### src/rtl/rgbhsv_pkg.sv
// Shared constants and types for the RGB to HSV converter pipeline.
package rgbhsv_pkg;

  // Field widths.
  localparam int unsigned InW   = 18;
  localparam int unsigned ChanW = 16;

  // Long division geometry: 17 quotient bits, 19-bit divisor and remainder.
  localparam int unsigned QuoW = 17;
  localparam int unsigned DenW = 19;

  // Full-scale channel value.
  localparam logic [ChanW-1:0] ChanMax = 16'hFFFF;

  // One slice of a restoring divider as it travels down the pipeline.
  typedef struct packed {
    logic [DenW-1:0] rem;
    logic [QuoW-1:0] low;
    logic [QuoW-1:0] quo;
    logic [DenW-1:0] den;
  } div_t;

  // Side information that rides along with the dividers.
  typedef struct packed {
    logic [ChanW-1:0] mx;
    logic             gray;
    logic             black;
  } side_t;

  // One restoring division step: shift in the next dividend bit, try a subtract.
  function automatic div_t div_step(input div_t s);
    logic [DenW:0] trial;
    logic [DenW:0] diff;
    div_t          n;
    trial = {s.rem, s.low[QuoW-1]};
    diff  = trial - {1'b0, s.den};
    n     = s;
    n.low = {s.low[QuoW-2:0], 1'b0};
    if (trial >= {1'b0, s.den}) begin
      n.rem = diff[DenW-1:0];
      n.quo = {s.quo[QuoW-2:0], 1'b1};
    end else begin
      n.rem = trial[DenW-1:0];
      n.quo = {s.quo[QuoW-2:0], 1'b0};
    end
    return n;
  endfunction

endpackage

### src/rtl/rgb_to_hsv_converter_top.sv
// RGB to HSV converter: clamp, max/min, numerator setup, two pipelined dividers.
// Throughput: one pixel per clock; busy_o stays low, so start_i may be held high.
// The depth is set by the 17-stage restoring dividers for hue and saturation.
// Reset: rst_ni clears all valid bits at once; payload registers are not reset.
// The receiver cannot stall; each result is shown for exactly one cycle.
module rgb_to_hsv_converter_top (
  input  logic                                 clk_i,
  input  logic                                 rst_ni,
  input  logic                                 start_i,
  output logic                                 busy_o,
  input  logic signed [rgbhsv_pkg::InW-1:0]    red_in_i,
  input  logic signed [rgbhsv_pkg::InW-1:0]    green_in_i,
  input  logic signed [rgbhsv_pkg::InW-1:0]    blue_in_i,
  output logic                                 done_o,
  output logic        [rgbhsv_pkg::ChanW-1:0]  hue_o,
  output logic        [rgbhsv_pkg::ChanW-1:0]  saturation_o,
  output logic        [rgbhsv_pkg::ChanW-1:0]  brightness_o
);
  import rgbhsv_pkg::*;

  // The pipeline never stalls, so a new transaction is taken every cycle.
  assign busy_o = 1'b0;

  // Stage 0: clamp each channel to 0..65535.
  function automatic logic [ChanW-1:0] clamp(input logic [InW-1:0] x);
    logic [ChanW-1:0] c;
    if (x[InW-1]) begin
      c = '0;
    end else if (x[InW-2:ChanW] != '0) begin
      c = ChanMax;
    end else begin
      c = x[ChanW-1:0];
    end
    return c;
  endfunction

  logic             v0_q;
  logic [ChanW-1:0] r0_q, g0_q, b0_q;

  always_ff @(posedge clk_i or negedge rst_ni) begin
    if (!rst_ni) begin
      v0_q <= 1'b0;
    end else begin
      v0_q <= start_i;
    end
  end

  always_ff @(posedge clk_i) begin
    r0_q <= clamp(red_in_i);
    g0_q <= clamp(green_in_i);
    b0_q <= clamp(blue_in_i);
  end

  // Stage 1: max, min, spread and the hue numerator in sixths of a turn.
  logic             v1_q;
  logic [ChanW-1:0] mx1_d, mx1_q, mn1_d, d1_d, d1_q;
  logic [DenW-1:0]  num1_d, num1_q;
  logic [DenW-1:0]  d6_1;

  always_comb begin
    mx1_d = r0_q;
    if (g0_q > mx1_d) mx1_d = g0_q;
    if (b0_q > mx1_d) mx1_d = b0_q;
    mn1_d = r0_q;
    if (g0_q < mn1_d) mn1_d = g0_q;
    if (b0_q < mn1_d) mn1_d = b0_q;
    d1_d = mx1_d - mn1_d;
    d6_1 = {1'b0, d1_d, 2'b00} + {2'b00, d1_d, 1'b0};
    // Red wins ties, then green.
    if (mx1_d == r0_q) begin
      if (g0_q >= b0_q) begin
        num1_d = {3'b000, g0_q - b0_q};
      end else begin
        num1_d = d6_1 - {3'b000, b0_q - g0_q};
      end
    end else if (mx1_d == g0_q) begin
      num1_d = {2'b00, d1_d, 1'b0} + {3'b000, b0_q} - {3'b000, r0_q};
    end else begin
      num1_d = {1'b0, d1_d, 2'b00} + {3'b000, r0_q} - {3'b000, g0_q};
    end
  end

  always_ff @(posedge clk_i or negedge rst_ni) begin
    if (!rst_ni) begin
      v1_q <= 1'b0;
    end else begin
      v1_q <= v0_q;
    end
  end

  always_ff @(posedge clk_i) begin
    mx1_q  <= mx1_d;
    d1_q   <= d1_d;
    num1_q <= num1_d;
  end

  // Stage 2: build both dividends and divisors and load the dividers.
  localparam int unsigned HueNW = DenW + ChanW;   // 35 bits
  localparam int unsigned SatNW = 2*ChanW + 1;    // 33 bits

  logic [HueNW-1:0] hue_n;
  logic [SatNW-1:0] sat_n;
  logic [ChanW+1:0] d3_2;
  div_t             hue_init, sat_init;
  side_t            side_init;

  always_comb begin
    d3_2  = {1'b0, d1_q, 1'b0} + {2'b00, d1_q};
    hue_n = {num1_q, {ChanW{1'b0}}} + HueNW'(d3_2);
    sat_n = ({d1_q, 17'b0} - SatNW'({d1_q, 1'b0})) + SatNW'(mx1_q);

    hue_init.rem = DenW'(hue_n[HueNW-1:QuoW]);
    hue_init.low = hue_n[QuoW-1:0];
    hue_init.quo = '0;
    hue_init.den = {d3_2, 1'b0};

    sat_init.rem = DenW'(sat_n[SatNW-1:QuoW]);
    sat_init.low = sat_n[QuoW-1:0];
    sat_init.quo = '0;
    sat_init.den = DenW'({mx1_q, 1'b0});

    side_init.mx    = mx1_q;
    side_init.gray  = (d1_q == '0);
    side_init.black = (mx1_q == '0);
  end

  // Divider pipeline: entry 0 is the loaded stage, one quotient bit per stage after.
  logic  [QuoW:0] vd_q;
  div_t           hue_q  [QuoW+1];
  div_t           sat_q  [QuoW+1];
  side_t          side_q [QuoW+1];

  always_ff @(posedge clk_i or negedge rst_ni) begin
    if (!rst_ni) begin
      vd_q <= '0;
    end else begin
      vd_q <= {vd_q[QuoW-1:0], v1_q};
    end
  end

  always_ff @(posedge clk_i) begin
    hue_q[0]  <= hue_init;
    sat_q[0]  <= sat_init;
    side_q[0] <= side_init;
  end

  for (genvar k = 1; k <= QuoW; k++) begin : g_div
    always_ff @(posedge clk_i) begin
      hue_q[k]  <= div_step(hue_q[k-1]);
      sat_q[k]  <= div_step(sat_q[k-1]);
      side_q[k] <= side_q[k-1];
    end
  end

  // Output register: hue wraps modulo one turn; gray and black force zeros.
  logic             done_q;
  logic [ChanW-1:0] hue_out_q, sat_out_q, val_out_q;

  always_ff @(posedge clk_i or negedge rst_ni) begin
    if (!rst_ni) begin
      done_q <= 1'b0;
    end else begin
      done_q <= vd_q[QuoW];
    end
  end

  always_ff @(posedge clk_i) begin
    hue_out_q <= side_q[QuoW].gray  ? '0 : hue_q[QuoW].quo[ChanW-1:0];
    sat_out_q <= side_q[QuoW].black ? '0 : sat_q[QuoW].quo[ChanW-1:0];
    val_out_q <= side_q[QuoW].mx;
  end

  assign done_o       = done_q;
  assign hue_o        = hue_out_q;
  assign saturation_o = sat_out_q;
  assign brightness_o = val_out_q;

  // Every result transaction comes from a start exactly one pipeline depth earlier.
  a_done_has_start: assert property (@(posedge clk_i) disable iff (!rst_ni)
    done_o |-> $past(start_i, QuoW + 4))
    else $error("result without a matching start");

  // A nonzero saturation needs a nonzero brightness.
  a_sat_needs_val: assert property (@(posedge clk_i) disable iff (!rst_ni)
    (done_o && saturation_o != '0) |-> (brightness_o != '0))
    else $error("saturation set on a black pixel");

  // A nonzero hue implies a colored pixel, hence nonzero saturation.
  a_hue_needs_sat: assert property (@(posedge clk_i) disable iff (!rst_ni)
    (done_o && hue_o != '0) |-> (saturation_o != '0))
    else $error("hue set on a gray pixel");

endmodule
### config.mk
export PLATFORM = sky130hd
export DESIGN_NAME = rgb_to_hsv_converter_top
export DESIGN_NICKNAME = d
export VERILOG_FILES = /design/src/rtl/rgbhsv_pkg.sv /design/src/rtl/rgb_to_hsv_converter_top.sv
export SDC_FILE = /design/constraint.sdc
export NUM_CORES = 2
export LEC_CHECK = 0
export ABC_AREA = 1
export BUFFER_PORTS_ARGS = -buffer_cell sky130_fd_sc_hd__buf_2
export CORE_ASPECT_RATIO = 1.4
export CORE_MARGIN = 4
export CORE_UTILIZATION = 40
export DETAILED_ROUTE_END_ITERATION = 7
export GPL_ROUTABILITY_DRIVEN = 0
export RECOVER_POWER = 100
export SLEW_MARGIN = 20
export SYNTH_ARGS = -nofsm -noshare
export SYNTH_HDL_FRONTEND = slang
export SYNTH_SLANG_ARGS = --single-unit
### constraint.sdc
create_clock -name clk_i -period 19.06 [get_ports clk_i]
set_input_delay 0.953 -clock clk_i [delete_from_list [all_inputs] [get_ports clk_i]]
set_output_delay 0.953 -clock clk_i [all_outputs]
set_load 0.01 [all_outputs]
==> flow_metrics.env <==
export IMPL_final_net_count=9846
export IMPL_reg2reg_setup_slack_ns=6.13
export IMPL_route_detailed_drc=0
export IMPL_synthTopCellsByCount="sky130_fd_sc_hd__dfxtp_1 (1,813), sky130_fd_sc_hd__inv_1 (1,231), sky130_fd_sc_hd__nand2_1 (1,125)"
export IMPL_ys_seq_area_frac=0.4719
export IMPL_drive_gt1_frac=0.04533
export IMPL_timing_critical_path_from_type="register"
export IMPL_worst_hold_path_endpoint="v0_q$_DFF_PN0_"
export IMPL_fin_tns_setup_ns=0
export IMPL_synth_lib_cells_used_distinct=65
export IMPL_period_needed_ns=12.93
export IMPL_chipHeight_um=530.6
export IMPL_cts_buffers=181
export IMPL_grt_first_pass_wirelength_um=276600
export IMPL_syn_cell_area_sq_mm=0.07803
export IMPL_grt_antenna_before_repair=4
export IMPL_clk_latency_ns=0.82
export IMPL_synth_enable_flop_cells=0
export IMPL_setup_repair_after_global_routing_missed_its_margin="false"
export IMPL_hold_crit_path_type="in -> reg"
export IMPL_synth_ff_type="sky130_fd_sc_hd__dfxtp_1"
export IMPL_row_count=191
export IMPL_port_buffers=105
export IMPL_most_used_standard_cell_by_instance_count_after_synthesis="sky130_fd_sc_hd__dfxtp_1"
export IMPL_floorplan_core_area_sq_mm=0.1938
export IMPL_synthDominantCellAreaShare=0.4652
export IMPL_path_max_fanout=36
export IMPL_synth_seq_cells=1834
export IMPL_worstReg2RegStart="r0_q[13]$_SDFF_PP0_"
export IMPL_pin_count=107
export IMPL_ys_warn_count=0
export IMPL_clock_sink_count=1834
export IMPL_start_util=0.4026
export IMPL_postCtsSetupRepairBufs=0
export IMPL_crit_path_max_incr_delay_ns=1.66
export IMPL_grt_pass1_vias=58340
export IMPL_post_dp_hpwl_um=135300
export IMPL_finalSetupViolCount=0
export IMPL_cpMaxStageDelayCell="sky130_fd_sc_hd__a2111oi_0"
export IMPL_final_setup_skew_ns=0.05208
export IMPL_finalHoldViolCount=0
export IMPL_detail_route_iter0_violations=2414
export IMPL_wire_per_inst_um=14.52
export IMPL_fillerInstances=18470
export IMPL_worst_path_dominant_cell_family="simple AND/OR/NAND/NOR gates"
export IMPL_tightest_slew_ns=2.082
export IMPL_final_min_period_over_clock_period=0.6782
export IMPL_via_count=56400
export IMPL_min_delay_path_depth=1
export IMPL_yosysTopAreaCell="sky130_fd_sc_hd__dfxtp_1"
export IMPL_regToRegEndpoint="num1_q[18]$_DFF_P_"
export IMPL_grtUsageTotal=0.1660
export IMPL_final_core_util=0.4520
export IMPL_violations_in_the_final_reports="max-capacitance violations, max-slew violations"
export IMPL_cts_tree="done"
export IMPL_buffer_and_inverter_count_on_the_worst_path=3
export IMPL_grt_start_max_net_pins=38
export IMPL_synth_top_cells_by_area="sky130_fd_sc_hd__dfxtp_1 (47%), sky130_fd_sc_hd__ha_1 (12%), sky130_fd_sc_hd__inv_1 (5.9%), sky130_fd_sc_hd__a21oi_1 (5.9%), sky130_fd_sc_hd__nand2_1 (5.4%)"
export IMPL_synth_nets=9676
export IMPL_achievable_clock_frequency_ghz=0.07737
export IMPL_synthesis_area_per_instance_sq_um=8.904
export IMPL_grt_overflow_total=0
export IMPL_asyncSetResetFlopFracSynth=0.01145
export IMPL_slew_headroom=-0.4239
export IMPL_endpoint_kind_of_the_worst_setup_timing_path="register"
export IMPL_timing_max_transition_violations_final=301
export IMPL_detail_route_wirelength_um=169900
export IMPL_detail_route_vias_per_cell=4.823
export IMPL_path_class="reg -> reg"
export IMPL_outcome="complete, but fails checks"
export IMPL_hp_start="start_i"
export IMPL_area_delta_synth_final_pct=12.28
export IMPL_clk_pin_slew_ns=0.06
export IMPL_fp_dieW_um=381.3
export IMPL_post_synth_inst_count=8763
export IMPL_most_repeated_library_cell_on_the_critical_path="sky130_fd_sc_hd__nand2_1"
export IMPL_cts_repair_resized=0
export IMPL_register_to_register_path_depth=30
export IMPL_die_area_sq_mm=0.2023
export IMPL_clock_root_buffer="sky130_fd_sc_hd__clkbuf_16"
export IMPL_cts_buffer_depth=3
export IMPL_max_cap_viol_count=12
export IMPL_cts_htree_levels=4
export IMPL_worst_ep_arrival_time_ns=13.64
export IMPL_detail_route_first_pass_iterations=6
export IMPL_worstPathRequired_ns=19.77
export IMPL_antenna_violating_nets_post_route=0
## layer usage
layer,vias to the layer above,part of all wire,global-route usage
met5,-,0,0
met4,0,0.072,0.1088
met3,582,0.034,0.02708
met2,1082,0.55,0.3404
met1,25880,0.34,0.1457
li1,28870,-,-
## layout make-up
type	instances	area, sq um	area share
timing repair buffer	131	589.3	0.006727
sequential	1834	36820	0.4203
clock buffer	258	5281	0.06029
inverter	1238	4652	0.05310
antenna	3	7.507	0.00008569
multi-input combinational	5547	35900	0.4098
clock inverter	80	1097	0.01253
tap	2605	3259	0.03721
## layout by cell type, fill, tap and decap left out, types with 21 or more instances in the layout
cell type                   count
sky130_fd_sc_hd__dfxtp_1     1813
sky130_fd_sc_hd__inv_1       1232
sky130_fd_sc_hd__nand2_1     1131
sky130_fd_sc_hd__a21oi_1      921
sky130_fd_sc_hd__ha_1         778
sky130_fd_sc_hd__nor2_1       764
sky130_fd_sc_hd__o21ai_0      565
sky130_fd_sc_hd__xor2_1       391
sky130_fd_sc_hd__xnor2_1      248
sky130_fd_sc_hd__nand3_1      196
sky130_fd_sc_hd__clkbuf_16    183
sky130_fd_sc_hd__clkbuf_1     104
sky130_fd_sc_hd__fa_1          78
sky130_fd_sc_hd__nor3_1        68
sky130_fd_sc_hd__buf_2         52
sky130_fd_sc_hd__nand4_1       49
sky130_fd_sc_hd__o21bai_1      48
sky130_fd_sc_hd__clkbuf_8      42
sky130_fd_sc_hd__o211ai_1      38
sky130_fd_sc_hd__clkinv_2      33
sky130_fd_sc_hd__a211oi_1      28
sky130_fd_sc_hd__a21o_1        22
sky130_fd_sc_hd__a31oi_1       22
sky130_fd_sc_hd__nor4_1        22
sky130_fd_sc_hd__dfrtp_1       21
## metrics by stage
stage / hold WS, ns / area [sq um] / setup slack (ns) / instances
final: 0.2459 / 87610 / 6.134 / 11700
after global placement: 0.3100 / 81450 / 9.157 / 11350
after CTS: 0.1599 / 87840 / 9.097 / 11690
after floorplan: 0.3096 / 78030 / 11.11 / 8763
after global routing: 0.1731 / 87600 / 5.405 / 11700
after detailed placement: 0.3121 / 81460 / 9.166 / 11350
## sequential cells by signal, indices dropped and copies added, names as in the netlist, 18 cells and up
name,count
vd_q,18
hue_q,750
num1_q,19
side_q,306
sat_q,610
## cells by family after synthesis
kind of cell / Yosys count / share of synthesized area
AND/OR/NAND/NOR: 2284 / 0.1193
flip-flops: 1834 / 0.4719
AO/OA/AOI/OAI: 1759 / 0.1234
buffers and inverters: 1382 / 0.06741
adder cells (fa/ha/maj): 856 / 0.1448
XOR/XNOR: 641 / 0.07230
multiplexers: 6 / 0.0008659
other: 1 / 0.00004806
## repair_timing
| action | CTS | global route |
|---|---|---|
| hold endpoints to repair | 2 | 0 |
| hold buffers | 1 | 0 |
| setup endpoints to repair | 0 | 0 |
## worst reg2reg max path: cells and delay by family (launching register included)
kind	cells	cell delay (ns)
AO/OA/AOI/OAI	5	4.11
adder cells (fa/ha/maj)	4	1.67
AND/OR/NAND/NOR	18	6.24
buffers and inverters	3	0.35
flip-flops	1	0.46
## worst max path at each step
stage	from	to	slack [ns]	cells past startpoint
floorplan	r0_q[11]$_SDFF_PP0_	num1_q[17]$_DFF_P_	11.11	53
global placement	r0_q[11]$_SDFF_PP0_	num1_q[17]$_DFF_P_	9.16	51
detailed placement	r0_q[14]$_SDFF_PP0_	num1_q[18]$_DFF_P_	9.17	45
CTS	r0_q[14]$_SDFF_PP0_	num1_q[18]$_DFF_P_	9.10	45
global route	r0_q[13]$_SDFF_PP0_	num1_q[18]$_DFF_P_	5.40	31
finish	r0_q[13]$_SDFF_PP0_	num1_q[18]$_DFF_P_	6.13	30
Power is not shown: default switching activity piles up to over one toggle a cycle in this logic, so the estimate is an artifact.
